==> config.mk <==
export PLATFORM = sky130hd
export DESIGN_NAME = s2d_useq
export DESIGN_NICKNAME = d
export VERILOG_FILES = /design/src/rtl/s2d_pkg.sv /design/src/rtl/s2d_useq.sv
export SDC_FILE = /design/constraint.sdc
export NUM_CORES = 1
export LEC_CHECK = 0
export ABC_AREA = 1
export BUFFER_PORTS_ARGS = -buffer_cell sky130_fd_sc_hd__buf_2
export CAP_MARGIN = 20
export CELL_PAD_IN_SITES_DETAIL_PLACEMENT = 0
export CELL_PAD_IN_SITES_GLOBAL_PLACEMENT = 1
export CORE_MARGIN = 1.5
export CORE_UTILIZATION = 30
export DETAILED_ROUTE_END_ITERATION = 12
export GPL_ROUTABILITY_DRIVEN = 0
export HOLD_SLACK_MARGIN = 0.05
export PLACE_DENSITY = 0.83
export SKIP_CTS_REPAIR_TIMING = 1
export SLEW_MARGIN = 0
export SYNTH_ARGS = -nofsm -noshare
export SYNTH_HDL_FRONTEND = slang
export SYNTH_SLANG_ARGS = --single-unit
==> constraint.sdc <==
create_clock -name clk -period 2.1 [get_ports clk]
set_input_delay 0.315 -clock clk [delete_from_list [all_inputs] [get_ports clk]]
set_output_delay 0.315 -clock clk [all_outputs]
set_load 0.01 [all_outputs]
==> src/rtl/s2d_pkg.sv <==
// shared types, constants and microcode table for the signed integer to ascii converter
package s2d_pkg;

    localparam int STEP_W = 3;

    localparam logic [6:0] CH_ZERO  = 7'h30;
    localparam logic [6:0] CH_MINUS = 7'h2D;
    localparam logic [6:0] CH_NL    = 7'h0A;

    localparam logic [STEP_W-1:0] ST_ACCEPT   = 3'd0;
    localparam logic [STEP_W-1:0] ST_SIGN_CHK = 3'd1;
    localparam logic [STEP_W-1:0] ST_MINUS    = 3'd2;
    localparam logic [STEP_W-1:0] ST_ZERO_CHK = 3'd3;
    localparam logic [STEP_W-1:0] ST_DIVIDE   = 3'd4;
    localparam logic [STEP_W-1:0] ST_DIGIT    = 3'd5;
    localparam logic [STEP_W-1:0] ST_NEWLINE  = 3'd6;
    localparam logic [STEP_W-1:0] ST_ZERO     = 3'd7;

    typedef enum logic [2:0] {
        EM_NONE,
        EM_MINUS,
        EM_DIGIT,
        EM_ZERO,
        EM_NL
    } emit_t;

    typedef enum logic [1:0] {
        OP_NONE,
        OP_LOAD,
        OP_DIV,
        OP_DEC
    } op_t;

    typedef enum logic [2:0] {
        JC_NEXT,
        JC_ALWAYS,
        JC_NO_IN,
        JC_POS,
        JC_MAG_ZERO,
        JC_DIV_MORE,
        JC_CNT_MORE
    } jcond_t;

    typedef struct packed {
        emit_t              emit;
        op_t                op;
        jcond_t             cond;
        logic [STEP_W-1:0]  target;
    } ucode_t;

    typedef struct packed {
        logic in_valid;
        logic out_free;
        logic neg;
        logic mag_zero;
        logic div_more;
        logic cnt_more;
    } s2d_flags_t;

    typedef struct packed {
        ucode_t uc;
        logic   go;
    } s2d_exec_t;

    function automatic ucode_t ucode_rom(input logic [STEP_W-1:0] step);
        ucode_t w;
        unique case (step)
            ST_ACCEPT:   w = '{EM_NONE,  OP_LOAD, JC_NO_IN,    ST_ACCEPT};
            ST_SIGN_CHK: w = '{EM_NONE,  OP_NONE, JC_POS,      ST_ZERO_CHK};
            ST_MINUS:    w = '{EM_MINUS, OP_NONE, JC_NEXT,     ST_ACCEPT};
            ST_ZERO_CHK: w = '{EM_NONE,  OP_NONE, JC_MAG_ZERO, ST_ZERO};
            ST_DIVIDE:   w = '{EM_NONE,  OP_DIV,  JC_DIV_MORE, ST_DIVIDE};
            ST_DIGIT:    w = '{EM_DIGIT, OP_DEC,  JC_CNT_MORE, ST_DIGIT};
            ST_NEWLINE:  w = '{EM_NL,    OP_NONE, JC_ALWAYS,   ST_ACCEPT};
            ST_ZERO:     w = '{EM_ZERO,  OP_NONE, JC_ALWAYS,   ST_NEWLINE};
        endcase
        return w;
    endfunction

endpackage

==> src/rtl/s2d_useq.sv <==
// microcode sequencer: step counter, control store and conditional jumps
module s2d_useq
(
    input  logic                  clk,
    input  logic                  rst_n,
    input  s2d_pkg::s2d_flags_t   flags,
    output s2d_pkg::s2d_exec_t    exec
);

    logic [s2d_pkg::STEP_W-1:0] step_reg;
    logic [s2d_pkg::STEP_W-1:0] step_next;
    s2d_pkg::ucode_t            uc;
    logic                       taken;
    logic                       go;

    always_comb
    begin
        uc = s2d_pkg::ucode_rom(step_reg);
        go = (uc.emit == s2d_pkg::EM_NONE) || flags.out_free;
        unique case (uc.cond)
            s2d_pkg::JC_NEXT:     taken = 1'b0;
            s2d_pkg::JC_ALWAYS:   taken = 1'b1;
            s2d_pkg::JC_NO_IN:    taken = !flags.in_valid;
            s2d_pkg::JC_POS:      taken = !flags.neg;
            s2d_pkg::JC_MAG_ZERO: taken = flags.mag_zero;
            s2d_pkg::JC_DIV_MORE: taken = flags.div_more;
            s2d_pkg::JC_CNT_MORE: taken = flags.cnt_more;
            default:              taken = 1'b0;
        endcase
        if (!go)
        begin
            step_next = step_reg;
        end
        else if (taken)
        begin
            step_next = uc.target;
        end
        else
        begin
            step_next = step_reg + 1'b1;
        end
        exec.uc = uc;
        exec.go = go;
    end

    always_ff @(posedge clk or negedge rst_n)
    begin
        if (!rst_n)
        begin
            step_reg <= s2d_pkg::ST_ACCEPT;
        end
        else
        begin
            step_reg <= step_next;
        end
    end

    a_load_only_at_accept: assert property (@(posedge clk) disable iff (!rst_n)
        (uc.op == s2d_pkg::OP_LOAD) |-> (step_reg == s2d_pkg::ST_ACCEPT))
        else $error("load issued outside the accept step");

    a_stall_holds_step: assert property (@(posedge clk) disable iff (!rst_n)
        !go |=> $stable(step_reg))
        else $error("step moved while output was stalled");

    a_newline_returns: assert property (@(posedge clk) disable iff (!rst_n)
        (step_reg == s2d_pkg::ST_NEWLINE && go) |=> (step_reg == s2d_pkg::ST_ACCEPT))
        else $error("newline step did not return to accept");

endmodule

* After elaboration in Yosys (flattened, before gate mapping)
Memories as Yosys holds them, arrays and structs flattened. Cells that the tools add are included.
Storage, ports and cells: bits of input ports 8, logic and storage cells 15, memory bits (read-only) 88, memories kept 1, register bits after elaboration 3, output and inout bits 12
Cells by class: mux-type cells 2, eq/ne operators 6, reductions and logical operators 4, add/subtract/negate cells 1
Memory list:
- (no name shown) | words 8, bits a word 11, rd ports 1, clocked after Yosys merged registers in 0, write ports 0, RTL line s2d_pkg.sv:67 | unique case (step)
Operators with widths (number):
- 3-bit equality test (second input constant) | 3
- 3-bit by 2-bit equality test with 1-bit output (second input constant) | 2
- 1-bit one-hot mux with 6 select lines | 1
- 3-bit by 1-bit adder with 3-bit output (second input constant) | 1
- 3-bit by 1-bit equality test with 1-bit output (second input constant) | 1
- 3-bit logical NOT | 1
- 3-bit 2-to-1 mux | 1
- 1-bit logical NOT | 2
- 1-bit logical OR | 1

* Logic depth before layout (Yosys ltp)
Gate-level depths: netlist (run 1). An unclocked memory read counts as a cell.
word-level depth 4, mapped depth 13, mapped depth without buffers 13

* Worst setup path after synthesis (run 1)
OpenSTA, ideal clock, no wires.
path kind reg2reg, from register step_reg[1] in the netlist's numbering, to register step_reg[0] in the netlist's numbering, slack 529 ps, required time 1983 ps, stages on the path, launching flop included 11, setup time 117 ps, path buffers 0, period minus slack after synthesis 1571 ps, arrival 1454 ps, cell sequence dfrtp_1 -> inv_2 -> ha_1 -> inv_1 -> nand2_1 -> o21ai_0 -> nand3_1 -> nand3_2 -> nand3_1 -> nand3_1 -> nand2_1
Between the ends: longest elaborated chain between the ends 4, elaborated cells on any way between the ends 11, classes of those cells eq/ne (6); mux (2); reduce/logical (2); memory (1)
RTL lines:
- start: declaration | RTL line s2d_useq.sv:10 | logic [s2d_pkg::STEP_W-1:0] step_reg;
- start signal: assignment | RTL line s2d_useq.sv:50 | step_reg <= s2d_pkg::ST_ACCEPT;
- start signal: assignment | RTL line s2d_useq.sv:54 | step_reg <= step_next;
- memory 8 x 11 bit (*)
- 3-bit equality test, or another cell as far along | RTL line s2d_useq.sv:20 | unique case (uc.cond)
- 1-bit one-hot mux with 6 select lines | RTL line s2d_useq.sv:20
- 3-bit 2-to-1 mux | RTL line s2d_useq.sv:34 | else if (taken)
Mark *: on every way between the ends. The rest lies on a longest branch, timed or not. A chain may end at the register's enable or synchronous reset.

==> run metrics, run 1 <==
syn nets=100; core area=~1600 um^2; Worst-Skew Late Latency=240 ps; Worst Path Max Fanout=8; Leak Pwr=around 0.43 nW; Synth Cell Area=about 520 um^2; Pwr Density=about 1900 nW/um^2; worst-path cell chain=inv_2 > ha_1 > nand2_1 > inv_1 > nor2_1 > inv_1 > buf_2; Worst slew margin=0.795; period utilization=0.915; die height=~45 um; post-synthesis sequential area ratio=0.145; Worst-path clk slew=roughly 40 ps; Gate Count Post-Synth=87; Setup CP Type=reg -> out; clock net sink count=3; vias in the first global route=475; max_cap viols=0; Synthesis Warnings=0; status=complete, no violations; number of buffer and inverter stages on the critical path=4; Critical Path Source Type=register; setup violators final=0; row count=14; initial core utilization=0.331; dpl hpwl=slightly below 1000 um; crit-path leading delay family=flip-flops; Clock H-tree levels=1; fin. max-slew vios=0; Via Count=about 550; die footprint=1980 um^2; Pre-antenna DRT Iters=6; post-synthesis register bit count=3; Hold Crit Class=in -> reg; arrival time worst endpoint=~1600 ps; clk buf depth=2; Worst VDD drop=between 0.6 and 0.7 mV; CTS Buf Count=3; first-pass GRT wire length=just under 2000 um; count of final hold-check violations=0; Slowest-stage cell, CP=dfrtp_1; Total Nets Final=approximately 120; Starting DRT DRC Count=7; pin count of the biggest net entering global routing=9; CTS tree=yes; CP Capture Type=output pin; FMAX=roughly 520 MHz; Layout Cells excl Fill=about 130; WL per Instance=8.87 um; CP dominant cell by count=inv_1; antenna fix cells=0; Avg Synthesized Cell Area=just under 6 um^2; Overflow after GRT=0; Placed Cells=121; most common cell after layout, fill and taps aside=nand2_1; Data required, critical path=~1800 ps; RSZ-0062 raised after global routing=no; Vias/cell=between 4 and 5; minimum clock period=~1900 ps; antenna violations before repair=0; ANT nets after route=0; slew at the pin closest to its max-slew limit=307 ps; setup total negative slack=0 ps; I/O pin count=20; GR Util All Layers=0.135; area grow syn2layout=27.1%; layout cells sized above 1=0.327; number of port buffers=19; Root Driver=clkbuf_4; total wire length=1120 um; commonest non-fill, non-tap cells in the layout=32 x nand2_1, 19 x buf_2, 17 x inv_1; max incr delay on CP=roughly 510 ps; Post-route DRC=0; Largest register FFs=3; die width=44.5 um; clock skew=7.32 ps; Synth cell types=19
-- cell type report --
| type | instances | area (um^2) |
|---|---|---|
| sequential | 3 | 75.1 |
| timing repair buffer | 21 | 113 |
| fill | 187 | 902 |
| tap | 16 | 20.0 |
| inverter | 19 | 71.3 |
| multi-input combinational | 63 | 352 |
| clock buffer | 4 | 26.3 |
-- final timing paths --
path	from	end	slack, ps	depth (start not counted)
worst max register to register	step_reg[1]	step_reg[0]	330	10
worst max-delay path	step_reg[1]	exec[1]	180	7
worst min register to register	step_reg[0]	step_reg[0]	650	2
max in group asynchronous	rst_n	step_reg[0]	1580	2
worst min-delay path	flags[4]	step_reg[1]	340	4
min in group asynchronous	rst_n	step_reg[2]	400	2
-- Yosys cell counts --
| cell type | number | area [um^2] |
|---|---|---|
| nand2_1 | 32 | 120 |
| inv_1 | 17 | 63.8 |
| nand3_1 | 7 | 35.0 |
| ha_1 | 5 | 62.6 |
| nor2_1 | 4 | 15.0 |
| dfrtp_1 | 3 | 75.1 |
| inv_2 | 2 | 7.51 |
| nand2_2 | 2 | 12.5 |
| nand2_4 | 2 | 22.5 |
| nor2_2 | 2 | 12.5 |
| nor2_4 | 2 | 22.5 |
| o21ai_0 | 2 | 10.0 |
| a21oi_2 | 1 | 8.76 |
| buf_4 | 1 | 7.51 |
| buf_6 | 1 | 11.3 |
| nand3_2 | 1 | 10.0 |
| nand4_1 | 1 | 6.26 |
| o21ai_1 | 1 | 5.00 |
| o21ai_2 | 1 | 8.76 |
-- stage by stage --
step	total power [mW]	setup slack [ps]	hold WS [ps]	utilization	area, um^2
after floorplan	0.921	529	19.4	-	517
after global placement	1.17	370	114	0.398	621
after detailed placement	1.17	328	118	0.398	621
after CTS	1.28	154	-138	0.415	647
after global routing	1.44	4.53	347	0.421	657
final	1.26	178	342	0.421	657
-- worst reg2reg max path: stages (launching register included) --
cell and delay [ps]:
dfrtp_1 510, inv_2 130, ha_1 210, inv_1 70
nand2_1 60, o21ai_0 230, nand3_1 120, nand3_2 120
nand3_1 80, nand3_1 80, nand2_1 50
-- power by group --
group | internal, mW | switching (mW) | total, mW | leakage [nW]
clock | 0.0713 | 0.0313 | 0.103 | 0.0150
combinational | 0.383 | 0.617 | 1.00 | 0.384
sequential | 0.0924 | 0.0635 | 0.156 | 0.0359
-- cells by family after synthesis --
kind of cell               Yosys count  synth area share
AOI/OAI and AO/OA                    5            0.0630
adders and majority gates            5             0.121
and+or+nand+nor                     53             0.496
buffers and inverters               21             0.174
DFF                                  3             0.145
-- per-layer routing --
metal / vias to the layer above / global-route usage / wire [um]
met4: 0 / 0.0909 / 0
met2: 12 / 0.220 / 588
met3: 0 / 0.0245 / 34
met1: 237 / 0.159 / 495
met5: - / 0 / 0
li1: 304 / - / -
Power figures use the tool's default switching activity.
==> inputs of run 2 (changes only) <==
- clock period: 2.1 -> 2.2 ns (I/O delays scaled with it)
==> run 2 against run 1 <==
Compared with the run above:
- clock power decreased by 7%
- highest routed layer unchanged
- via count decreased by 2.7%
- combinational power is 8% lower
- largest power group unchanged
- routed wire length shrank 1.3%
- setup slack improved by 80 ps
==> run metrics, run 2 (same netlist as run 1, synthesis figures left out) <==
Hold WS=roughly 350 ps; Worst VDD drop=roughly 0.65 mV; minimum clock period=1940 ps; Layout Cells excl Fill=~130; Vias/cell=approximately 4.3; Data required, critical path=approximately 1900 ps; setup violators final=0; Worst slew margin=0.692; Largest register FFs=3; vias in the first global route=a little under 500; setup total negative slack=0 ps; count of final hold-check violations=0; clk buf depth=2; dpl hpwl=approximately 950 um; antenna fix cells=0; max_cap viols=0; crit path from=step_reg[1]; Worst Path Max Fanout=8; Pre-antenna DRT Iters=6; hold depth=4; Total Nets Final=roughly 120; WL per Instance=8.82 um; arrival time worst endpoint=approximately 1600 ps; Worst-path clk slew=40 ps; Leak Pwr=around 0.43 nW; row count=14; FF-to-FF Start=step_reg[1]; dpl cell area=about 600 um^2; R2R Setup Slk=~420 ps; initial core utilization=0.331; area grow syn2layout=25.7%; CP dominant cell by count=inv_1; commonest non-fill, non-tap cells in the layout=32 x nand2_1, 19 x buf_2, 17 x inv_1; CTS Buf Count=3; Pwr Density=around 1800 nW/um^2; antenna violations before repair=0; die width=44.5 um; Slowest-stage cell, CP=dfrtp_1; Post-route DRC=0; FF-to-FF path depth=10; Hold Crit Class=in -> reg; ANT nets after route=0; RSZ-0062 raised after global routing=no; Overflow after GRT=0; number of port buffers=19; fin. max-slew vios=0; max incr delay on CP=520 ps; Clock H-tree levels=1; core area=around 1600 um^2; HP Start=flags[4]; r2r endpoint=step_reg[1]; slew at the pin closest to its max-slew limit=approximately 460 ps; period utilization=0.883; layout cells sized above 1=0.321; status=complete, no violations; clock skew=approximately 6.5 ps; Worst-Skew Late Latency=roughly 230 ps; Root Driver=clkbuf_4; Starting DRT DRC Count=5; Setup CP Type=reg -> out; Critical Path Source Type=register; FMAX=515 MHz; die footprint=1980 um^2; post-route worst setup slack=258 ps; final instance area=around 650 um^2; die height=44.5 um; total power=approximately 1.2 mW; GR Util All Layers=0.128; pin count of the biggest net entering global routing=13; final core occ=0.417; most common cell after layout, fill and taps aside=nand2_1; first-pass GRT wire length=1880 um; Placed Cells=120; clock net sink count=3; CP Capture Type=output pin; Via Count=538; hold worst-path end=step_reg[0]; Worst Setup Slack post-DPL=403 ps; worst-path cell chain=inv_2 > ha_1 > nand2_1 > inv_1 > nor2_1 > inv_1 > buf_2; CTS tree=yes; total wire length=~1100 um; I/O pin count=20
==> run 2: cell types whose count changed in the layout (fill, tap and decap cells not counted) <==
cell   delta
buf_4     -1
==> run 2: where the power goes <==
group	internal (mW)	switching [mW]	leakage (nW)
sequential	0.0877	0.0819	0.0359
clock	0.0680	0.0284	0.0150
combinational	0.354	0.566	0.379
==> run 2: worst max path at each step <==
stage / end / slack, ps / depth (start not counted)
final: exec[1] / 260 / 7
after global routing: exec[1] / 70 / 7
after CTS: exec[1] / 230 / 7
after detailed placement: step_reg[1] / 400 / 10
after global placement: step_reg[1] / 450 / 11
after floorplan: step_reg[0] / 630 / 10
==> run 2: final cells by class <==
| class | instances | area, um^2 |
|---|---|---|
| fillers | 177 | 910 |
| multi-input cells | 63 | 352 |
| repair buffers | 20 | 105 |
| flip-flops and latches | 3 | 75.1 |
| inverters | 19 | 71.3 |
| clock buffers | 4 | 26.3 |
| well taps | 16 | 20.0 |
==> run 2: layer usage <==
layer / part of all wire / GRT usage
met3: 0.026 / 0.0122
met2: 0.52 / 0.217
met1: 0.45 / 0.154
met4: 0 / 0.0727
met5: 0 / 0
==> run 2: worst max-delay path, delay by kind of cell, from the launching register on <==
family                     cells  cell delay (ps)
DFF                            1              520
buffers and inverters          4              390
and+or+nand+nor                2              260
adders and majority gates      1              210
